<file path="src/hdl/bbs_pkg.sv">
// ============================================================================
// bbs_pkg
// Shared widths, reset values and codes for the BBS key byte generator.
// ============================================================================
`default_nettype none

package bbs_pkg;

  // Running value and modulus width
  localparam int unsigned DATA_W = 32;
  // Prime factor register width
  localparam int unsigned FACTOR_W = 16;
  // Bits packed into one key byte
  localparam int unsigned BITS_PER_BYTE = 8;
  // Default number of bytes in one key
  localparam int unsigned KEY_BYTES_DEF = 16;

  // Configuration port
  localparam int unsigned CFG_IDX_W = 2;
  localparam logic [CFG_IDX_W-1:0] REG_FACTOR_P = 2'd0;
  localparam logic [CFG_IDX_W-1:0] REG_FACTOR_Q = 2'd1;

  localparam logic [FACTOR_W-1:0] FACTOR_P_RESET = 16'd5651;
  localparam logic [FACTOR_W-1:0] FACTOR_Q_RESET = 16'd5623;

  // Input word kinds (carried on tuser)
  localparam logic CMD_LOAD = 1'b0;
  localparam logic CMD_GEN  = 1'b1;

endpackage : bbs_pkg

`default_nettype wire

</file>
<file path="src/hdl/bbs_key_byte_generator.sv">
// Operation: a generate word runs eight dependent squarings in the bit-serial
//   unit, with an extra reduction when the running value is not below the
//   modulus at the first step, then the byte is registered on the output; no new
//   input word is taken until the byte has moved to the output register.
//   A load word sets the running value and clears the byte position.
// Reset: asynchronous active low; factors return to 5651 and 5623, the running
//   value and byte position clear, and no output word is pending.
// ============================================================================
// bbs_key_byte_generator
// Blum Blum Shub key byte generator with a stream input, a stream output
// and a register write port for the two modulus factors.
// ============================================================================
`default_nettype none

module bbs_key_byte_generator #(
  parameter int unsigned KEY_BYTES = bbs_pkg::KEY_BYTES_DEF
) (
  input  wire                          clk_i,
  input  wire                          rst_ni,
  // Configuration writes
  input  wire                          cfg_valid_i,
  output logic                         cfg_ready_o,
  input  wire [bbs_pkg::CFG_IDX_W-1:0] cfg_index_i,
  input  wire [bbs_pkg::FACTOR_W-1:0]  cfg_data_i,
  // Input stream
  input  wire                          s_axis_tvalid,
  output logic                         s_axis_tready,
  input  wire [31:0]                   s_axis_tdata,  // [31:0] seed
  input  wire                          s_axis_tuser,  // [0] cmd
  // Output stream
  output logic                         m_axis_tvalid,
  input  wire                          m_axis_tready,
  output logic [7:0]                   m_axis_tdata,  // [7:0] key_byte
  output logic                         m_axis_tlast   // last_of_key
);

  import bbs_pkg::*;

  localparam int unsigned PosW = (KEY_BYTES > 1) ? $clog2(KEY_BYTES) : 1;
  localparam int unsigned BitW = $clog2(BITS_PER_BYTE);

  typedef enum logic [1:0] {
    ST_IDLE,
    ST_STEP,
    ST_FIN
  } state_e;

  state_e                   state_q;
  logic [FACTOR_W-1:0]      factor_p_q;
  logic [FACTOR_W-1:0]      factor_q_q;
  logic [DATA_W-1:0]        x_q;
  logic [PosW-1:0]          pos_q;
  logic [BitW-1:0]          bit_cnt_q;
  logic [BITS_PER_BYTE-1:0] byte_q;
  logic                     start_q;
  logic                     out_valid_q;
  logic [7:0]               out_data_q;
  logic                     out_last_q;

  logic [DATA_W-1:0]        modulus;
  logic                     sqr_done;
  logic [DATA_W-1:0]        sqr_x;
  logic                     in_fire;
  logic                     pos_last;

  assign modulus     = {{(DATA_W-FACTOR_W){1'b0}}, factor_p_q} *
                       {{(DATA_W-FACTOR_W){1'b0}}, factor_q_q};
  assign in_fire     = s_axis_tvalid && s_axis_tready;
  assign pos_last    = (pos_q == PosW'(KEY_BYTES - 1));
  assign cfg_ready_o = 1'b1;

  // Modulus factor registers
  always_ff @(posedge clk_i or negedge rst_ni) begin
    if (!rst_ni) begin
      factor_p_q <= FACTOR_P_RESET;
      factor_q_q <= FACTOR_Q_RESET;
    end else if (cfg_valid_i) begin
      unique case (cfg_index_i)
        REG_FACTOR_P: factor_p_q <= cfg_data_i;
        REG_FACTOR_Q: factor_q_q <= cfg_data_i;
        default: ;
      endcase
    end
  end

  // Squaring unit
  bbs_sqr u_sqr (
    .clk_i   (clk_i),
    .rst_ni  (rst_ni),
    .start_i (start_q),
    .x_i     (x_q),
    .m_i     (modulus),
    .done_o  (sqr_done),
    .x_o     (sqr_x)
  );

  // Step sequencer, running value, byte assembly and output register
  always_ff @(posedge clk_i or negedge rst_ni) begin
    if (!rst_ni) begin
      state_q     <= ST_IDLE;
      x_q         <= '0;
      pos_q       <= '0;
      bit_cnt_q   <= '0;
      byte_q      <= '0;
      start_q     <= 1'b0;
      out_valid_q <= 1'b0;
      out_data_q  <= '0;
      out_last_q  <= 1'b0;
    end else begin
      // Kick a squaring on a generate word and after every step but the last
      start_q <= ((state_q == ST_IDLE) && in_fire && (s_axis_tuser == CMD_GEN)) ||
                 ((state_q == ST_STEP) && sqr_done &&
                  (bit_cnt_q != BitW'(BITS_PER_BYTE - 1)));
      if (out_valid_q && m_axis_tready && (state_q != ST_FIN)) begin
        out_valid_q <= 1'b0;
      end
      unique case (state_q)
        ST_IDLE: begin
          if (in_fire) begin
            if (s_axis_tuser == CMD_LOAD) begin
              x_q   <= s_axis_tdata;
              pos_q <= '0;
            end else begin
              bit_cnt_q <= '0;
              state_q   <= ST_STEP;
            end
          end
        end
        ST_STEP: begin
          if (sqr_done) begin
            x_q       <= sqr_x;
            byte_q    <= {sqr_x[0], byte_q[BITS_PER_BYTE-1:1]};
            bit_cnt_q <= bit_cnt_q + 1'b1;
            if (bit_cnt_q == BitW'(BITS_PER_BYTE - 1)) begin
              state_q <= ST_FIN;
            end
          end
        end
        ST_FIN: begin
          // Hold the byte until the output register is free
          if (!out_valid_q || m_axis_tready) begin
            out_valid_q <= 1'b1;
            out_data_q  <= byte_q;
            out_last_q  <= pos_last;
            pos_q       <= pos_last ? '0 : pos_q + 1'b1;
            state_q     <= ST_IDLE;
          end
        end
        default: state_q <= ST_IDLE;
      endcase
    end
  end

  assign s_axis_tready = (state_q == ST_IDLE);
  assign m_axis_tvalid = out_valid_q;
  assign m_axis_tdata  = out_data_q;
  assign m_axis_tlast  = out_last_q;

`ifndef SYNTHESIS
  // Squaring results only arrive while a byte is being built
  assert property (@(posedge clk_i) disable iff (!rst_ni)
    sqr_done |-> (state_q == ST_STEP))
    else $error("squaring result outside a byte step");

  // A new output word is only loaded from the finish state
  assert property (@(posedge clk_i) disable iff (!rst_ni)
    (out_valid_q && !$past(out_valid_q)) |-> ($past(state_q) == ST_FIN))
    else $error("output word loaded outside finish");

  // Byte position stays inside the key
  assert property (@(posedge clk_i) disable iff (!rst_ni)
    pos_q <= PosW'(KEY_BYTES - 1))
    else $error("byte position beyond key length");

  // The last byte of a key restarts the byte position
  assert property (@(posedge clk_i) disable iff (!rst_ni)
    ($past(state_q) == ST_FIN && state_q == ST_IDLE && out_last_q) |-> (pos_q == '0))
    else $error("byte position not wrapped after last byte");
`endif

endmodule : bbs_key_byte_generator

`default_nettype wire

</file>
<file path="src/hdl/bbs_sqr.sv">
// ============================================================================
// bbs_sqr
// One modular squaring x = x*x mod m, bit-serial: an optional restoring
// reduction when x is not below m, then an MSB-first shift-add-reduce
// multiply. A zero modulus keeps the low word of x*x.
// ============================================================================
`default_nettype none

module bbs_sqr (
  input  wire                       clk_i,
  input  wire                       rst_ni,
  input  wire                       start_i,
  input  wire [bbs_pkg::DATA_W-1:0] x_i,
  input  wire [bbs_pkg::DATA_W-1:0] m_i,
  output logic                      done_o,
  output logic [bbs_pkg::DATA_W-1:0] x_o
);

  import bbs_pkg::*;

  localparam int unsigned CntW = $clog2(DATA_W);

  typedef enum logic [1:0] {
    S_IDLE,
    S_CHK,
    S_RED,
    S_MUL
  } state_e;

  state_e              state_q;
  logic [CntW-1:0]     cnt_q;
  logic [DATA_W-1:0]   a_q;     // multiplicand
  logic [DATA_W-1:0]   mpl_q;   // bits shifted out MSB first
  logic [DATA_W-1:0]   r_q;     // partial remainder / result
  logic [DATA_W-1:0]   m_q;
  logic                m_zero_q;
  logic                done_q;

  logic [DATA_W:0]     red_t;
  logic [DATA_W-1:0]   red_res;
  logic [DATA_W-1:0]   addend;
  logic [DATA_W+1:0]   s0;
  logic [DATA_W+1:0]   m1;
  logic [DATA_W+1:0]   m2;
  logic [DATA_W+1:0]   s1;
  logic [DATA_W+1:0]   s2;
  logic [DATA_W-1:0]   mul_res;
  logic                last_cnt;

  assign last_cnt = (cnt_q == CntW'(DATA_W - 1));

  // Reduction digit: shift in one bit of x, subtract m once if reached
  always_comb begin
    red_t = {r_q, mpl_q[DATA_W-1]};
    if (red_t >= {1'b0, m_q}) begin
      red_res = DATA_W'(red_t - {1'b0, m_q});
    end else begin
      red_res = red_t[DATA_W-1:0];
    end
  end

  // Multiply digit: r = 2r + bit*a, then pick the candidate below m
  always_comb begin
    addend  = mpl_q[DATA_W-1] ? a_q : '0;
    s0      = {1'b0, r_q, 1'b0} + {2'b00, addend};
    m1      = {2'b00, m_q};
    m2      = {1'b0, m_q, 1'b0};
    s1      = s0 - m1;
    s2      = s0 - m2;
    if (m_zero_q) begin
      mul_res = s0[DATA_W-1:0];
    end else if (s0 >= m2) begin
      mul_res = s2[DATA_W-1:0];
    end else if (s0 >= m1) begin
      mul_res = s1[DATA_W-1:0];
    end else begin
      mul_res = s0[DATA_W-1:0];
    end
  end

  // Sequencer and datapath registers
  always_ff @(posedge clk_i or negedge rst_ni) begin
    if (!rst_ni) begin
      state_q  <= S_IDLE;
      cnt_q    <= '0;
      done_q   <= 1'b0;
      m_zero_q <= 1'b0;
      a_q      <= '0;
      mpl_q    <= '0;
      r_q      <= '0;
      m_q      <= '0;
    end else begin
      done_q <= (state_q == S_MUL) && last_cnt;
      unique case (state_q)
        S_IDLE: begin
          if (start_i) begin
            a_q      <= x_i;
            mpl_q    <= x_i;
            r_q      <= '0;
            m_q      <= m_i;
            m_zero_q <= (m_i == '0);
            cnt_q    <= '0;
            state_q  <= S_CHK;
          end
        end
        S_CHK: begin
          if (!m_zero_q && (a_q >= m_q)) begin
            state_q <= S_RED;
          end else begin
            state_q <= S_MUL;
          end
        end
        S_RED: begin
          cnt_q <= cnt_q + 1'b1;
          if (last_cnt) begin
            a_q     <= red_res;
            mpl_q   <= red_res;
            r_q     <= '0;
            state_q <= S_MUL;
          end else begin
            mpl_q <= mpl_q << 1;
            r_q   <= red_res;
          end
        end
        S_MUL: begin
          mpl_q <= mpl_q << 1;
          r_q   <= mul_res;
          cnt_q <= cnt_q + 1'b1;
          if (last_cnt) begin
            state_q <= S_IDLE;
          end
        end
        default: state_q <= S_IDLE;
      endcase
    end
  end

  assign done_o = done_q;
  assign x_o    = r_q;

endmodule : bbs_sqr

`default_nettype wire
</file>
<file path="config.mk">
export PLATFORM = sky130hd
export DESIGN_NAME = bbs_key_byte_generator
export DESIGN_NICKNAME = d
export VERILOG_FILES = /design/src/hdl/bbs_pkg.sv /design/src/hdl/bbs_key_byte_generator.sv /design/src/hdl/bbs_sqr.sv
export SDC_FILE = /design/constraint.sdc
export NUM_CORES = 1
export LEC_CHECK = 0
export ABC_CLOCK_PERIOD_IN_PS = 7900
export BUFFER_PORTS_ARGS = -buffer_cell sky130_fd_sc_hd__clkbuf_2
export CORE_UTILIZATION = 60
export CTS_CLUSTER_DIAMETER = 50
export DETAILED_ROUTE_END_ITERATION = 12
export PLACE_DENSITY = 0.77
export SETUP_SLACK_MARGIN = 0.05
export SLEW_MARGIN = 0
export SYNTH_ARGS = -nofsm -noshare
export SYNTH_HDL_FRONTEND = slang
export SYNTH_SLANG_ARGS = --single-unit
</file>
<file path="constraint.sdc">
create_clock -name clk_i -period 7.9 [get_ports clk_i]
set_input_delay 0.79 -clock clk_i [delete_from_list [all_inputs] [get_ports clk_i]]
set_output_delay 0.79 -clock clk_i [all_outputs]
set_load 0.01 [all_outputs]
</file>
==> out/results.tsv <==
stage	metric	value	unit
outcome	status	complete, no violations	
global_routing	antenna violations before repair	2	
sta	Fmax	0.137	GHz
global_routing	first-pass GRT wire length	122	mm
route	via count	23500	
synth	Synth Instances	3141	
layout	count of nets after finishing	3658	
die	Initial Util	60.8	%
sta	Worst slew margin	21.4	%
synth	post-synthesis net count	3668	
worst_setup_path	type of origin of the critical path	flop	
synth	YS warnings	0	
worst_setup_path	worst flop-to-flop path endpoint	u_sqr.m_zero_q$_DFFE_PN0P_	
synth	ys flop type	dfrtp_1	
route	Iter 0 DRT Violations	1899	
cts	CTS Buffer Depth	3	
global_routing	largest net degree at the start of global routing	122	
layout	most common cell after layout, fill and taps aside	nand2_1	
worst_setup_path	critical path start-end classification	flop to flop	
route	wire per inst	20.5	um
sta	Tcrit/Tclk final	92.7	%
global_routing	total congestion overflow	0	
route	vias per cell	6.26	
synth	Synth async-reset ratio	100	%
die	Chip Width	214	um
synth	Post-synth EDFFs	0	
cts	clock sinks	229	
cts	root buf cell	clkbuf_16	
cts	H-tree depth	2	
hold_path	Hold/Removal Path Class	primary input to async pin	
die	DIE HEIGHT	214	um
sta	final setup vio count	0	
die	Die Area	0.0457	mm2
worst_setup_path	worst-path fanout max	17	
layout	area delta synth->final	7.46	%
worst_setup_path	required time of the critical path	8.37	ns
synth	Seq cells post-synth	229	
worst_setup_path	critical path endpoint category	flop	
synth	Netlist cell types	95	
route	antenna viol nets, final	0	
placed_design	RD Place Congestion	0.987	
worst_setup_path	worst reg2reg path startpoint	factor_p_q[9]$_DFFE_PN1P_	
sta	unrepaired setup endpoints after global routing	no	
global_routing	gr usage total	34.3	%
die	row count	77	
route	final wirelength	77.0	mm
cts	CTS Buf Count	36	
sta	Final Max Tran Viols	0	
layout	ANT cells	0	
cts	worst skew pair latency	0.57	ns
cts	TritonCTS clock tree	yes	
worst_setup_path	Worst R2R Path Depth	22	
worst_setup_path	Critical Path AT	7.79	ns
worst_setup_path	r2r setup slk	0.58	ns
cts	clock transition at the registers of the reported paths	0.06	ns
sta	Tmin final	7.32	ns
synth	Avg Cell Area, Syn	8.56	um2
synth	register area share after synthesis	21.4	%
sta	final hold vios	0	
placed_design	IO buf count	66	
flow_run	max cap viols	0	
layout	commonest non-fill, non-tap cells in the layout	nand2_1 (437), inv_1 (297), ha_1 (272)	
sta	Worst-Margin Slew	1.18	ns
placed_design	detailed placement HPWL	59.8	mm
synth	mapped cell area	0.0269	mm2
route	DRC	0	
sta	setup TNS	0	ns
route	Initial DRT Pass Iterations	6	
die	core area	0.0442	mm2
sta	Clock Skew	0.0297	ns
global_routing	vias in the first global route	23300	
layout	share of cells above drive strength 1	8.45	%
die	I/O pin count	68	
## worst max-delay path: stages, from the launching register on
cell and delay, ns:
dfstp_2 0.81, nand2_1 0.14, fa_1 0.51, fa_1 0.52, inv_1 0.05, fa_1 0.48, fa_1 0.53, fa_1 0.54
inv_1 0.05, fa_1 0.53, inv_1 0.04, ha_1 0.36, a21oi_1 0.30, o21bai_1 0.10, a21oi_1 0.29, nor2_1 0.09
a2111oi_1 0.52, o211ai_1 0.24, nor4_1 0.49, nand4_1 0.17, nor4_1 0.18, nand4_1 0.13, o21ai_1 0.16
## kinds of logic after synthesis
kind of cell / share of synthesized area [%]
and+or+nand+nor: 17.8
buffers and inverters: 6.15
DFF: 21.4
muxes: 3.66
adders and majority gates: 27.4
xor gates and xnor gates: 4.43
AOI/OAI and AO/OA: 19.1
other: 0.0139
## worst max path at each step
stage	start	endpoint	slack, ns	cells after the start
2_1_floorplan	factor_q_q[12]$_DFFE_PN1P_	u_sqr.m_zero_q$_DFFE_PN0P_	1.37	22
3_3_place_gp	factor_p_q[8]$_DFFE_PN0P_	u_sqr.m_zero_q$_DFFE_PN0P_	0.83	22
3_5_place_dp	factor_p_q[8]$_DFFE_PN0P_	u_sqr.m_zero_q$_DFFE_PN0P_	0.59	22
4_1_cts	factor_p_q[5]$_DFFE_PN0P_	u_sqr.m_zero_q$_DFFE_PN0P_	0.52	22
5_1_grt	factor_p_q[9]$_DFFE_PN1P_	u_sqr.m_zero_q$_DFFE_PN0P_	0.18	22
6_report	factor_p_q[9]$_DFFE_PN1P_	u_sqr.m_zero_q$_DFFE_PN0P_	0.58	22
## synth_stat cells, drive strengths merged, types with 14 or more instances
| library cell | n | area (um2) |
|---|---|---|
| o211ai | 41 | 313 |
| dfrtp | 213 | 5330 |
| inv | 297 | 1110 |
| ha | 273 | 3420 |
| o221ai | 20 | 199 |
| a21oi | 177 | 901 |
| a221oi | 31 | 295 |
| nor3 | 41 | 205 |
| o21a | 33 | 248 |
| nor2b | 21 | 131 |
| a211oi | 26 | 200 |
| mux2i | 36 | 360 |
| a31oi | 53 | 353 |
| a2111oi | 15 | 139 |
| and2 | 167 | 1040 |
| buf | 21 | 120 |
| xor2 | 42 | 368 |
| o21ai | 190 | 962 |
| mux2 | 55 | 623 |
| and3 | 24 | 150 |
| xnor2 | 94 | 823 |
| nand3 | 45 | 225 |
| nand2b | 36 | 233 |
| nor2 | 165 | 636 |
| dfstp | 16 | 420 |
| nand4 | 22 | 138 |
| a22oi | 14 | 105 |
| nand2 | 438 | 1640 |
| clkbuf | 112 | 420 |
| fa | 198 | 3960 |
| a21o | 65 | 488 |
| o21bai | 15 | 113 |
## through the flow
| stage | setup WS (ns) | instances | hold WS (ns) | instance area, um2 | utilization [%] |
|---|---|---|---|---|---|
| after floorplan | 1.37 | 3141 | 0.439 | 26900 | - |
| after global placement | 0.831 | 3685 | 0.456 | 27600 | 62.4 |
| after detailed placement | 0.594 | 3685 | 0.463 | 27600 | 62.4 |
| after CTS | 0.525 | 3750 | 0.307 | 28900 | 65.3 |
| after global routing | 0.180 | 3750 | 0.307 | 28900 | 65.4 |
| final | 0.578 | 3750 | 0.224 | 28900 | 65.4 |
## layer usage
metal	routed length (um)	global-route usage, %	share of wire [%]
met1	32600	45.1	42
met2	36000	57.0	47
met3	5050	4.01	6.6
met4	3290	14.9	4.3
met5	25	0	0.032
## layout make-up
class	instances	area, um2
Clock buffer	43	997
Clock inverter	22	285
Fill cell	3683	15300
Inverter	297	1110
Multi-Input combinational cell	2482	19500
Sequential cell	229	5750
Tap cell	592	741
Timing Repair Buffer	85	495
## registers in the layout (all words and copies together) (netlist names), 16 cells and up
name / count
factor_p_q: 16
factor_q_q: 16
u_sqr.a_q: 32
u_sqr.m_q: 32
u_sqr.mpl_q: 32
u_sqr.x_o: 32
x_q: 32
## repair_timing
action                     in CTS  in global routing
resized for setup               0                  4
hold buffers                    0                  0
setup endpoints to repair       0                  1
setup buffers                   0                  0
Power is left out: the tool's default activity adds up to more than one toggle a clock period on the data nets, which glitch-free logic cannot reach.
